===== config.mk =====
export PLATFORM = sky130hd
export DESIGN_NAME = matrix4_multiply_flat
export DESIGN_NICKNAME = d
export VERILOG_FILES = /design/src/sv/mm4_pkg.sv /design/src/sv/mm4_if.sv /design/src/sv/matrix4_multiply.sv /design/src/flat_wrapper.sv
export SDC_FILE = /design/constraint.sdc
export NUM_CORES = 2
export LEC_CHECK = 0
export BUFFER_PORTS_ARGS = -buffer_cell sky130_fd_sc_hd__buf_4
export CAP_MARGIN = 10
export CORE_ASPECT_RATIO = 1.1
export CORE_MARGIN = 2
export CORE_UTILIZATION = 46
export DETAILED_ROUTE_END_ITERATION = 10
export REMOVE_ABC_BUFFERS = 1
export SYNTH_ARGS = -nofsm -noshare
export SYNTH_HDL_FRONTEND = slang
export SYNTH_SLANG_ARGS = --single-unit

===== constraint.sdc =====
create_clock -name clk -period 18.8 [get_ports clk]
set_input_delay 5.64 -clock clk [delete_from_list [all_inputs] [get_ports clk]]
set_output_delay 5.64 -clock clk [all_outputs]
set_load 0.1 [all_outputs]

===== src/sv/mm4_pkg.sv =====
`timescale 1ns / 1ps
// ----------------------------------------------------------------------------
// mm4_pkg: shared types and constants of the 4x4 matrix multiplier
// Holds the request and response word layouts, command codes, saturation
// limits and the microcode program that drives the multiply datapath.
// ----------------------------------------------------------------------------
package mm4_pkg;

	// Default number of fraction bits of the fixed-point format.
	localparam int FRAC_BITS_DEF = 16;

	localparam int DATA_W = 32;
	localparam int IDX_W  = 4;
	localparam int PROD_W = 2 * DATA_W;
	// Four products summed need two more bits than one product.
	localparam int ACC_W  = PROD_W + 2;

	localparam logic [DATA_W-1:0] SAT_MAX = 32'h7FFF_FFFF;
	localparam logic [DATA_W-1:0] SAT_MIN = 32'h8000_0000;

	// Command codes carried by a request word.
	typedef enum logic [1:0] {
		CMD_WR_A = 2'd0,
		CMD_WR_B = 2'd1,
		CMD_MUL  = 2'd2,
		CMD_NOP  = 2'd3
	} cmd_t;

	typedef struct packed {
		logic [1:0]               cmd;
		logic [IDX_W-1:0]         elem_index;
		logic signed [DATA_W-1:0] elem_value;
	} req_word_t;

	typedef struct packed {
		logic [IDX_W-1:0]         out_index;
		logic signed [DATA_W-1:0] product_value;
		logic                     last;
	} rsp_word_t;

	// Microprogram counter and its step addresses.
	typedef logic [2:0] upc_t;
	localparam upc_t UPC_IDLE = 3'd0;
	localparam upc_t UPC_CLR  = 3'd1;
	localparam upc_t UPC_RD   = 3'd2;
	localparam upc_t UPC_MUL  = 3'd3;
	localparam upc_t UPC_ACC  = 3'd4;
	localparam upc_t UPC_EMIT = 3'd5;
	localparam int   UCODE_LEN = 6;

	// Branch conditions evaluated at the end of each step.
	typedef enum logic [1:0] {
		COND_NEXT   = 2'd0, // fall through to the next step
		COND_START  = 2'd1, // jump on an accepted multiply, else stay
		COND_K_MORE = 2'd2, // jump while more products remain
		COND_EMIT   = 2'd3  // stay while blocked, jump while elements remain
	} cond_t;

	// One control word of the microprogram.
	typedef struct packed {
		logic  idle;
		logic  clr;
		logic  mul;
		logic  acc;
		logic  emit;
		cond_t cond;
		upc_t  target;
	} ctl_word_t;

	localparam ctl_word_t UCODE [UCODE_LEN] = '{
		'{idle: 1'b1, clr: 1'b0, mul: 1'b0, acc: 1'b0, emit: 1'b0,
			cond: COND_START,  target: UPC_CLR},
		'{idle: 1'b0, clr: 1'b1, mul: 1'b0, acc: 1'b0, emit: 1'b0,
			cond: COND_NEXT,   target: UPC_RD},
		'{idle: 1'b0, clr: 1'b0, mul: 1'b0, acc: 1'b0, emit: 1'b0,
			cond: COND_NEXT,   target: UPC_MUL},
		'{idle: 1'b0, clr: 1'b0, mul: 1'b1, acc: 1'b0, emit: 1'b0,
			cond: COND_NEXT,   target: UPC_ACC},
		'{idle: 1'b0, clr: 1'b0, mul: 1'b0, acc: 1'b1, emit: 1'b0,
			cond: COND_K_MORE, target: UPC_RD},
		'{idle: 1'b0, clr: 1'b0, mul: 1'b0, acc: 1'b0, emit: 1'b1,
			cond: COND_EMIT,   target: UPC_CLR}
	};

endpackage


===== src/sv/mm4_if.sv =====
`timescale 1ns / 1ps
// ----------------------------------------------------------------------------
// mm4_req_if / mm4_rsp_if: valid/ready channels of the matrix multiplier
// The request channel carries commands and element writes; the response
// channel carries product elements.
// ----------------------------------------------------------------------------
interface mm4_req_if
	import mm4_pkg::*;
();
	logic                     valid;
	logic                     ready;
	logic [1:0]               cmd;
	logic [IDX_W-1:0]         elem_index;
	logic signed [DATA_W-1:0] elem_value;

	modport source (output valid, output cmd, output elem_index, output elem_value,
		input ready);
	modport sink (input valid, input cmd, input elem_index, input elem_value,
		output ready);
endinterface

interface mm4_rsp_if
	import mm4_pkg::*;
();
	logic                     valid;
	logic                     ready;
	logic [IDX_W-1:0]         out_index;
	logic signed [DATA_W-1:0] product_value;
	logic                     last;

	modport source (output valid, output out_index, output product_value, output last,
		input ready);
	modport sink (input valid, input out_index, input product_value, input last,
		output ready);
endinterface


===== src/sv/matrix4_multiply.sv =====
`timescale 1ns / 1ps
// ----------------------------------------------------------------------------
// matrix4_multiply: 4x4 signed fixed-point matrix product
// Microcoded multiply-accumulate engine over two 16-entry element memories.
// ----------------------------------------------------------------------------
// Usage:
// The req channel takes one word per accepted handshake. Command write A or
// write B stores elem_value at column-major elem_index (row + 4*column) and
// gives no response. Command multiply starts a run that sends sixteen
// words on the rsp channel, product elements in column-major order,
// with last set on the sixteenth. The unused command code is taken and
// dropped.
// Each product element takes four multiply-accumulate passes of three steps
// (read, multiply, accumulate) on one shared 32x32 multiplier, plus a clear
// step and an emit step. req.ready is high only while the sequencer idles.
// A single output register holds each word; while the receiver stalls the
// sequencer waits in its emit step and nothing is lost.
// Reset loads both matrices with the identity through per-entry valid bits
// and needs no clearing pass; the block is ready as soon as reset is released.
// ----------------------------------------------------------------------------
module matrix4_multiply
	import mm4_pkg::*;
#(
	parameter int FRAC_BITS = FRAC_BITS_DEF
) (
	input  logic       clk,
	input  logic       arst_n,
	mm4_req_if.sink    req,
	mm4_rsp_if.source  rsp
);

	localparam int NUM_ELEM = 1 << IDX_W;
	localparam logic [DATA_W-1:0] ONE_VAL = DATA_W'(1) << FRAC_BITS;

	// Sequencer state.
	upc_t             upc_q;
	upc_t             upc_nxt;
	ctl_word_t        ctl;
	logic [1:0]       k_q;
	logic [IDX_W-1:0] e_q;

	// Element memories and their valid bits.
	logic [DATA_W-1:0]   mem_a [NUM_ELEM];
	logic [DATA_W-1:0]   mem_b [NUM_ELEM];
	logic [NUM_ELEM-1:0] vld_a_q;
	logic [NUM_ELEM-1:0] vld_b_q;

	// Datapath.
	logic [IDX_W-1:0]         addr_a;
	logic [IDX_W-1:0]         addr_b;
	logic [DATA_W-1:0]        rd_a_s1;
	logic [DATA_W-1:0]        rd_b_s1;
	logic                     vld_a_s1;
	logic                     vld_b_s1;
	logic                     diag_a_s1;
	logic                     diag_b_s1;
	logic signed [DATA_W-1:0] op_a;
	logic signed [DATA_W-1:0] op_b;
	logic signed [PROD_W-1:0] prod_s2;
	logic signed [ACC_W-1:0]  acc_q;
	logic signed [ACC_W-1:0]  acc_sh;
	logic [DATA_W-1:0]        sat_val;

	// Output register.
	logic              out_valid_q;
	logic [IDX_W-1:0]  out_index_q;
	logic [DATA_W-1:0] out_value_q;
	logic              out_last_q;

	logic req_fire;
	logic emit_fire;

	assign ctl       = UCODE[upc_q];
	assign req.ready = ctl.idle;
	assign req_fire  = req.valid && req.ready;
	assign emit_fire = ctl.emit && (!out_valid_q || rsp.ready);

	// Next step: evaluate the branch condition of the current control word.
	always_comb begin
		upc_nxt = upc_q + upc_t'(1);
		unique case (ctl.cond)
			COND_NEXT: begin
				upc_nxt = upc_q + upc_t'(1);
			end
			COND_START: begin
				upc_nxt = (req_fire && req.cmd == CMD_MUL) ? ctl.target : upc_q;
			end
			COND_K_MORE: begin
				upc_nxt = (k_q != 2'd3) ? ctl.target : upc_q + upc_t'(1);
			end
			COND_EMIT: begin
				if (!emit_fire) begin
					upc_nxt = upc_q;
				end else if (e_q != IDX_W'(NUM_ELEM - 1)) begin
					upc_nxt = ctl.target;
				end else begin
					upc_nxt = UPC_IDLE;
				end
			end
			default: begin
				upc_nxt = UPC_IDLE;
			end
		endcase
	end

	// Step counter and loop counters.
	always_ff @(posedge clk or negedge arst_n) begin
		if (!arst_n) begin
			upc_q <= UPC_IDLE;
			k_q   <= '0;
			e_q   <= '0;
		end else begin
			upc_q <= upc_nxt;
			if (ctl.idle) begin
				e_q <= '0;
			end else if (emit_fire) begin
				e_q <= e_q + IDX_W'(1);
			end
			if (ctl.clr) begin
				k_q <= '0;
			end else if (ctl.acc) begin
				k_q <= k_q + 2'd1;
			end
		end
	end

	// A runs along row e[1:0], B down column e[3:2].
	assign addr_a = {k_q, e_q[1:0]};
	assign addr_b = {e_q[3:2], k_q};

	// Element memories: one write port, one registered read port each.
	always_ff @(posedge clk) begin
		if (req_fire && req.cmd == CMD_WR_A) begin
			mem_a[req.elem_index] <= req.elem_value;
		end
		if (req_fire && req.cmd == CMD_WR_B) begin
			mem_b[req.elem_index] <= req.elem_value;
		end
		rd_a_s1   <= mem_a[addr_a];
		rd_b_s1   <= mem_b[addr_b];
		vld_a_s1  <= vld_a_q[addr_a];
		vld_b_s1  <= vld_b_q[addr_b];
		diag_a_s1 <= (addr_a[1:0] == addr_a[3:2]);
		diag_b_s1 <= (addr_b[1:0] == addr_b[3:2]);
	end

	// Valid bits: an entry never written reads as the identity element.
	always_ff @(posedge clk or negedge arst_n) begin
		if (!arst_n) begin
			vld_a_q <= '0;
			vld_b_q <= '0;
		end else begin
			if (req_fire && req.cmd == CMD_WR_A) begin
				vld_a_q[req.elem_index] <= 1'b1;
			end
			if (req_fire && req.cmd == CMD_WR_B) begin
				vld_b_q[req.elem_index] <= 1'b1;
			end
		end
	end

	assign op_a = vld_a_s1 ? rd_a_s1 : (diag_a_s1 ? ONE_VAL : '0);
	assign op_b = vld_b_s1 ? rd_b_s1 : (diag_b_s1 ? ONE_VAL : '0);

	// Multiply and accumulate at full precision.
	always_ff @(posedge clk) begin
		if (ctl.mul) begin
			prod_s2 <= op_a * op_b;
		end
		if (ctl.clr) begin
			acc_q <= '0;
		end else if (ctl.acc) begin
			acc_q <= acc_q + {{(ACC_W - PROD_W){prod_s2[PROD_W-1]}}, prod_s2};
		end
	end

	// Scale down with truncation toward minus infinity, then saturate.
	assign acc_sh = acc_q >>> FRAC_BITS;

	always_comb begin
		if ((&acc_sh[ACC_W-1:DATA_W-1]) || !(|acc_sh[ACC_W-1:DATA_W-1])) begin
			sat_val = acc_sh[DATA_W-1:0];
		end else if (acc_sh[ACC_W-1]) begin
			sat_val = SAT_MIN;
		end else begin
			sat_val = SAT_MAX;
		end
	end

	// Output register: valid under reset, payload loaded on emit.
	always_ff @(posedge clk or negedge arst_n) begin
		if (!arst_n) begin
			out_valid_q <= 1'b0;
		end else if (emit_fire) begin
			out_valid_q <= 1'b1;
		end else if (rsp.ready) begin
			out_valid_q <= 1'b0;
		end
	end

	always_ff @(posedge clk) begin
		if (emit_fire) begin
			out_index_q <= e_q;
			out_value_q <= sat_val;
			out_last_q  <= (e_q == IDX_W'(NUM_ELEM - 1));
		end
	end

	assign rsp.valid         = out_valid_q;
	assign rsp.out_index     = out_index_q;
	assign rsp.product_value = out_value_q;
	assign rsp.last          = out_last_q;

	// A word marked last always carries the final element index.
	a_last_index: assert property (@(posedge clk) disable iff (!arst_n)
		(out_valid_q && out_last_q) |-> (out_index_q == IDX_W'(NUM_ELEM - 1)))
		else $error("last word carries wrong index");

	// An accumulate step always follows its multiply step.
	a_acc_after_mul: assert property (@(posedge clk) disable iff (!arst_n)
		(upc_q == UPC_ACC) |-> ($past(upc_q) == UPC_MUL))
		else $error("accumulate without multiply");

	// A taken multiply starts at the first element with a cleared step.
	a_mul_start: assert property (@(posedge clk) disable iff (!arst_n)
		(req_fire && req.cmd == CMD_MUL) |=> (upc_q == UPC_CLR && e_q == '0))
		else $error("multiply did not start cleanly");

	// An emitted element is presented on the next cycle.
	a_emit_shown: assert property (@(posedge clk) disable iff (!arst_n)
		emit_fire |=> out_valid_q)
		else $error("emitted element not presented");

endmodule


===== src/flat_wrapper.sv =====
// flat-port wrapper written by rule: the top's interface ports become plain ports
module matrix4_multiply_flat import mm4_pkg::*;
#(
	parameter int FRAC_BITS = FRAC_BITS_DEF
)
  (clk, arst_n, req_valid, req_cmd, req_elem_index, req_elem_value, req_ready, rsp_valid, rsp_out_index, rsp_product_value, rsp_last, rsp_ready);
  mm4_req_if req_i ();
  mm4_rsp_if rsp_i ();
  input  logic clk;
  input  logic arst_n;
  input wire logic [$bits(req_i.valid)-1:0] req_valid;
  input wire logic [$bits(req_i.cmd)-1:0] req_cmd;
  input wire logic [$bits(req_i.elem_index)-1:0] req_elem_index;
  input wire logic [$bits(req_i.elem_value)-1:0] req_elem_value;
  output wire logic [$bits(req_i.ready)-1:0] req_ready;
  output wire logic [$bits(rsp_i.valid)-1:0] rsp_valid;
  output wire logic [$bits(rsp_i.out_index)-1:0] rsp_out_index;
  output wire logic [$bits(rsp_i.product_value)-1:0] rsp_product_value;
  output wire logic [$bits(rsp_i.last)-1:0] rsp_last;
  input wire logic [$bits(rsp_i.ready)-1:0] rsp_ready;
  assign req_i.valid = req_valid;
  assign req_i.cmd = req_cmd;
  assign req_i.elem_index = req_elem_index;
  assign req_i.elem_value = req_elem_value;
  assign req_ready = req_i.ready;
  assign rsp_valid = rsp_i.valid;
  assign rsp_out_index = rsp_i.out_index;
  assign rsp_product_value = rsp_i.product_value;
  assign rsp_last = rsp_i.last;
  assign rsp_i.ready = rsp_ready;
  matrix4_multiply #(.FRAC_BITS(FRAC_BITS)) u_core (.clk(clk), .arst_n(arst_n), .req(req_i), .rsp(rsp_i));
endmodule

# [Word-level counts from Yosys, hierarchy flattened]
# Memories as Yosys holds them, arrays and structs flattened. A register that Yosys moved wholly into a read port is not among the register bits.
# Cells that the tools add are included.
[word_totals] mem_count=3 inputBits=42 ram_bits=1024 rom_bits=80 register_bits=213
[mem_list] memory="u_core.mem_a" depth=16 word_bits=32 read_ports=1 rd_clocked_by_memory_dff=1 write_ports=1 line_no="matrix4_multiply.sv:43" text="logic [DATA_W-1:0] mem_a [NUM_ELEM];"
[mem_list] memory="u_core.mem_b" depth=16 word_bits=32 read_ports=1 rd_clocked_by_memory_dff=1 write_ports=1 line_no="matrix4_multiply.sv:44" text="logic [DATA_W-1:0] mem_b [NUM_ELEM];"
[mem_list] memory="(name not given)" depth=8 word_bits=10 read_ports=1 rd_clocked_by_memory_dff=0 write_ports=0 line_no="matrix4_multiply.sv:73" text="assign ctl = UCODE[upc_q];"
[op_classes] bitwise=3 order_cmp=5 add_sub_neg=4 n_reduce_logical=18 n_mul=1 eq_ne=12 muxes=29
[ops] cell="32-bit 2-to-1 mux" count=4
[ops] cell="66-bit adder" count=1
[ops] cell="32-bit by 32-bit multiplier with 64-bit output" count=1
[ops] cell="17-bit 2-to-1 mux" count=2
[ops] cell="16-bit bitwise OR" count=2
[ops] cell="10-bit 2-to-1 mux" count=2
[ops] cell="19-bit AND reduction" count=1
[ops] cell="19-bit OR reduction" count=1
[ops] cell="4-bit by 5-bit less-than comparator with 1-bit output, second input constant" count=3
[ops] cell="3-bit 2-to-1 mux" count=4
[ops] cell="3-bit case mux with 4 select lines" count=1
[ops] cell="1-bit 2-to-1 mux" count=9
[ops] cell="1-bit binary-select mux with 4-bit select" count=2
[ops] cell="4-bit 2-to-1 mux" count=2
[ops] cell="2-bit equality test, second input constant" count=3
[ops] cell="1-bit logical AND" count=6
[ops] cell="2-bit nonzero test" count=3
[ops] cell="4-bit by 1-bit adder with 4-bit output, second input constant" count=1
[ops] cell="1-bit demux with 4-bit select" count=1
[ops] cell="2-bit by 1-bit equality test with 1-bit output, second input constant" count=2
[ops] cell="2-bit equality test" count=2
[ops] cell="4-bit equality test, second input constant" count=1
[ops] cell="4-bit by 1-bit greater-or-equal comparator with 1-bit output, second input constant" count=1
[ops] cell="4-bit greater-or-equal comparator, second input constant" count=1
[ops] cell="11 further kinds" count=16

# [Depth between registers and ports, before layout]
[logic_depth] ltp_word=8 depth_mapped=35 depth_no_buf=30

# [Least setup slack after synthesis]
# Ideal clock, no wire load.
[synth_timing] path_type="register to register" start="reg u_core.vld_a_s1" end="reg u_core.prod_s2[60], data pin" path_slack_ns=10.447 arrival_time_ns=8.217 stages_incl_launch_ff=30 required_time_ns=18.664 setup_time_ns=0.136 path_buffers=4 period_less_slack_ns=8.353 cell_sequence="dfxtp_1 -> clkbuf_1 -> clkbuf_1 -> clkbuf_1 -> nand2_1 -> clkbuf_1 -> nor2_1 -> fa_1 -> fa_1 -> fa_1 -> fa_1 -> inv_1 -> fa_1 -> inv_1 -> fa_1 -> inv_1 -> fa_1 -> inv_1 -> fa_1 -> ha_1 -> a21o_1 -> a21o_1 -> a21o_1 -> a21o_1 -> a21o_1 -> nand2_1 -> nand2b_1 -> nand3b_1 -> a31o_1 -> nand3_1"
[synth_via] elab_chain_len=2
[synth_lines] item="start: declaration" line_no="matrix4_multiply.sv:53" text="logic vld_a_s1;"
[synth_lines] item="start signal: assignment" line_no="matrix4_multiply.sv:141" text="vld_a_s1 <= vld_a_q[addr_a];"
[synth_lines] item="32-bit 2-to-1 mux" line_no="matrix4_multiply.sv:162" text="assign op_a = vld_a_s1 ? rd_a_s1 : (diag_a_s1 ? ONE_VAL : '0);"
[synth_lines] item="32-bit by 32-bit multiplier with 64-bit output" line_no="matrix4_multiply.sv:168" text="prod_s2 <= op_a * op_b;"
[synth_lines] item="end signal: assignment" line_no="matrix4_multiply.sv:168"
[synth_lines] item="end: declaration" line_no="matrix4_multiply.sv:59" text="logic signed [PROD_W-1:0] prod_s2;"
# Every way passes these cells.
# A chain may end at the register's enable or synchronous reset.

# [Worst setup path in the final report]
[layout_timing] start="reg u_core.vld_b_s1" end="reg u_core.prod_s2[58], data pin"
[layout_via] elab_chain_len=2
[layout_lines] item="start: declaration" line_no="matrix4_multiply.sv:54" text="logic vld_b_s1;"
[layout_lines] item="start signal: assignment" line_no="matrix4_multiply.sv:142" text="vld_b_s1 <= vld_b_q[addr_b];"
[layout_lines] item="32-bit 2-to-1 mux" line_no="matrix4_multiply.sv:163" text="assign op_b = vld_b_s1 ? rd_b_s1 : (diag_b_s1 ? ONE_VAL : '0);"
[layout_lines] item="32-bit by 32-bit multiplier with 64-bit output" line_no="matrix4_multiply.sv:168"
# Every way passes these cells.

==> results.cfg <==
[run_status]
outcome = finished clean

[timing]
hold_viol = 0
min_period_ns = 9.57
finalCritPeriodShare_pct = 50.9
setup_tns_ns = 0
drv_slew = 0
setup_viol_count_final = 0
max_freq_ghz = 0.104
relSlewSlack_pct = 11.4
rsz0062_at_grt = false
finClkSkew_ns = 0.0403
worst_pin_slew_ns = 1.30

[power_and_ir_drop]
p_per_area_nw_per_um2 = 95.4
combPwrFrac_pct = 30.0
pwr-share-seq_pct = 40.0
power_leakage_nw = 38.1
p_int_mw = 6.12
p_clk_share_pct = 29.9
power.net_switching_mw = 2.98
peakVddDrop_uv = 93.4
swShare_pct = 32.8

[placed_design]
portBuffers = 80
dp.cells = 9121
gp_congestion = 1.03
hpwl_um = 163000

[synth]
synth_top_family_by_area = adder cells
synth.distinct_cells = 88
synth_area_um2 = 87200
synthAdderAreaFrac_pct = 28.5
synth_compound_area_share_pct = 3.96
synth-edff-count = 1125
syn_avg_cell_area_um2 = 12.9
synth_top_flop_cell = edfxtp_1
ys_warn_count = 0
synth_xor_area_share_pct = 1.29
synthArstFlopShare_pct = 3.23
synth-simple-area-share_pct = 8.03
synth-seq-cells = 1301
synth.area.mux_share_pct = 9.11
yosysSeqAreaShare_pct = 43.0
netlist_instances = 6738

[hold_path]
hp-class = reg2reg

[die]
die_area_um2 = 193000
die_h_um = 461
core_area_um2 = 188000
pin_count = 81
rows = 167
start_util_pct = 46.3
die_w_um = 419

[clock_network]
clk_latency_ns = 0.79
cts_tree = yes
cts_resized = 0
cts_buffers = 135
clock_sinks = 1301
clk_pin_slew_worst_paths_ns = 0.06
max-clock-path-buffers = 3
cts_setup_buffers = 0
cts.htree.levels = 4
hold_buffers = 0
cts_root_buffer = clkbuf_16

[setup_path]
path_class = reg2reg
crit_top_cell = fa_1
required_ns = 19.31
crit_slowest_cell = fa_1
arrival_ns = 10.08
worst_setup_path_start_kind = flip-flop
cp_max_fo = 33
endpoint_kind = flip-flop
max_stage_delay_ns = 1.07
critical_path.cell_chain = buf_4, and2_1, nand2_1, inv_1, fa_1, inv_1, fa_1, fa_1, inv_1, fa_1, inv_1, fa_1, inv_1, fa_1, inv_1, fa_1, fa_1, inv_1, ha_1, and3_1, nand2_1, o41ai_4, a41oi_2, xnor2_1

[drt]
drc = 0
avgViaCountPerCell = 5.57
postRouteAntennaNets = 0
totalWireLength_um = 238000
first_pass_iters = 8
drtIter0Drc = 4569
wl_per_cell_um = 25.4
via_count = 52238

[global_routing]
grt_pass1_wl_um = 357000
antenna_found_initial = 3
grt_use_total_pct = 25.2
grt_max_degree = 127
grt_pass1_vias = 55635
gr-total-overflow = 0

[cells_and_area]
final_cell_count_no_fill = 9372
drive_gt1_share_pct = 12.6
finalNetCount = 8106
synthToLayoutAreaGrowth_pct = 9.48
fillers = 16119

[flow_run]
drv_cap = 0
## cell type report
type                       instances  area, um^2  area share (%)
antenna                            3        7.51         0.00786
tap                             2535        3170            3.32
multi-input combinational       4039       44700            46.8
sequential                      1301       37500            39.3
clock buffer                     174        3740            3.92
inverter                        1049        3940            4.12
clock inverter                    73         843           0.883
timing repair buffer             198        1520            1.59
## cells in the final DEF, fill, tap and decap left out, types with 10 or more instances in the layout
cell          n
o21ai_0      71
nor2b_1      21
mux4_2      330
o21a_1       21
a31oi_1      22
a21oi_1     131
clkinv_1     21
a21o_1      119
or2_2        37
nor4_1       10
clkbuf_16   139
o21ai_1      18
nor2_4       32
bufinv_16    13
inv_1      1048
nand3_1      45
nand2_1     669
nor2_1      683
clkbuf_8     13
nand4_1      37
mux2i_1      47
a211oi_1     18
clkbuf_1     22
fa_1       1083
xor2_1       47
edfxtp_1   1125
and2_1       56
buf_4       195
dfxtp_1     132
o21bai_1     22
nor3_1       27
dfrtp_1      36
ha_1        255
nand2b_1     17
xnor2_1      81
clkinv_2     23
and3_1       16
## cell usage after synthesis, types with 5 or more instances
library cell	count	area share, %
a211oi_1	18	0.15
a21o_1	119	1.0
a21oi_1	131	0.75
a221oi_1	5	0.050
a31oi_1	22	0.16
and2_0	5	0.036
and2_1	61	0.44
and3_1	16	0.11
and4_1	5	0.050
buf_1	30	0.13
buf_2	20	0.11
clkbuf_1	295	1.3
dfrtp_1	42	1.2
dfxtp_1	134	3.1
edfxtp_1	1125	39
fa_1	1083	25
ha_1	257	3.7
inv_1	1048	4.5
mux2i_1	49	0.56
mux4_2	330	8.5
nand2_1	671	2.9
nand2b_1	17	0.12
nand3_1	45	0.26
nand4_1	37	0.27
nor2_1	716	3.1
nor2b_1	22	0.16
nor3_1	27	0.15
nor4_1	10	0.072
o211ai_1	6	0.052
o21a_1	21	0.18
o21ai_0	71	0.41
o21ai_1	18	0.10
o21bai_1	22	0.19
o22ai_1	7	0.050
or2_2	37	0.27
or3_1	5	0.036
xnor2_1	81	0.81
xor2_1	47	0.47
## sequential cells by signal, indices dropped and copies added, names as in the netlist
name / count
u_core.rsp.last: 1
u_core.mem_b: 512
u_core.vld_b_q: 16
u_core.rd_a_s1: 32
u_core.rsp.valid: 1
u_core.rsp.out_index: 4
u_core.e_q: 4
u_core.vld_b_s1: 1
u_core.rd_b_s1: 32
u_core.diag_a_s1: 1
u_core.k_q: 2
u_core.mem_a: 512
u_core.acc_q: 66
u_core.rsp.product_value: 32
u_core.prod_s2: 64
u_core.upc_q: 3
u_core.diag_b_s1: 1
u_core.vld_a_s1: 1
u_core.vld_a_q: 16
## per-layer routing
metal  track usage, %  wire length (um)
met2             41.4            114000
met5                0                 0
met1             32.9             94900
met3             5.54             19100
met4             9.63             10300
## kinds of logic (layout without fill, tap and decap cells)
| family | after synthesis | after routing |
|---|---|---|
| mux | 381 | 381 |
| other cells | 0 | 3 |
| simple gates | 1683 | 1683 |
| xor+xnor | 128 | 128 |
| compound gates | 507 | 507 |
| buf+inv | 1398 | 1494 |
| flops | 1301 | 1301 |
| fa+ha+maj | 1340 | 1340 |
## worst paths after layout
path	startpoint	end	slack (ns)	cells after the start
max	u_core.vld_b_s1	u_core.prod_s2[58]	9.23	24
min reg2reg	u_core.vld_a_q[15]	u_core.vld_a_q[15]	0.46	1
max reg2reg	u_core.vld_b_s1	u_core.prod_s2[58]	9.23	24
min	u_core.vld_a_q[15]	u_core.vld_a_q[15]	0.46	1
min in group asynchronous	arst_n	u_core.vld_a_q[11]	4.85	1
max in group asynchronous	arst_n	u_core.e_q[0]	13.44	1
## power groups by stage
stage / Clock, mW / Combinational (mW) / Sequential, mW
floorplan: 0 / 1.90 / 3.90
global placement: 0 / 2.72 / 3.70
detailed placement: 0 / 2.74 / 3.71
CTS: 2.79 / 2.74 / 3.65
global route: 2.89 / 2.95 / 3.67
finish: 2.72 / 2.73 / 3.65
## worst max-delay path: cells and delay by family (launching register included)
kind,cells,cell delay (ns)
flops,1,0.31
xor+xnor,1,0.15
fa+ha+maj,9,5.04
buf+inv,8,1.48
compound gates,2,0.84
simple gates,4,1.44
## through the flow
stage	setup slack (ns)	power [mW]	cell area [um^2]	hold WS (ns)	util (%)
6_report	9.23	9.10	95500	0.463	50.7
5_1_grt	8.74	9.52	95500	0.475	50.7
4_1_cts	9.22	9.18	95500	0.465	50.7
3_5_place_dp	9.22	6.44	90900	0.449	48.3
3_3_place_gp	9.42	6.42	90900	0.444	48.3
2_1_floorplan	9.69	5.80	85900	0.434	-
No activity file was read; power rests on OpenSTA's default activity.
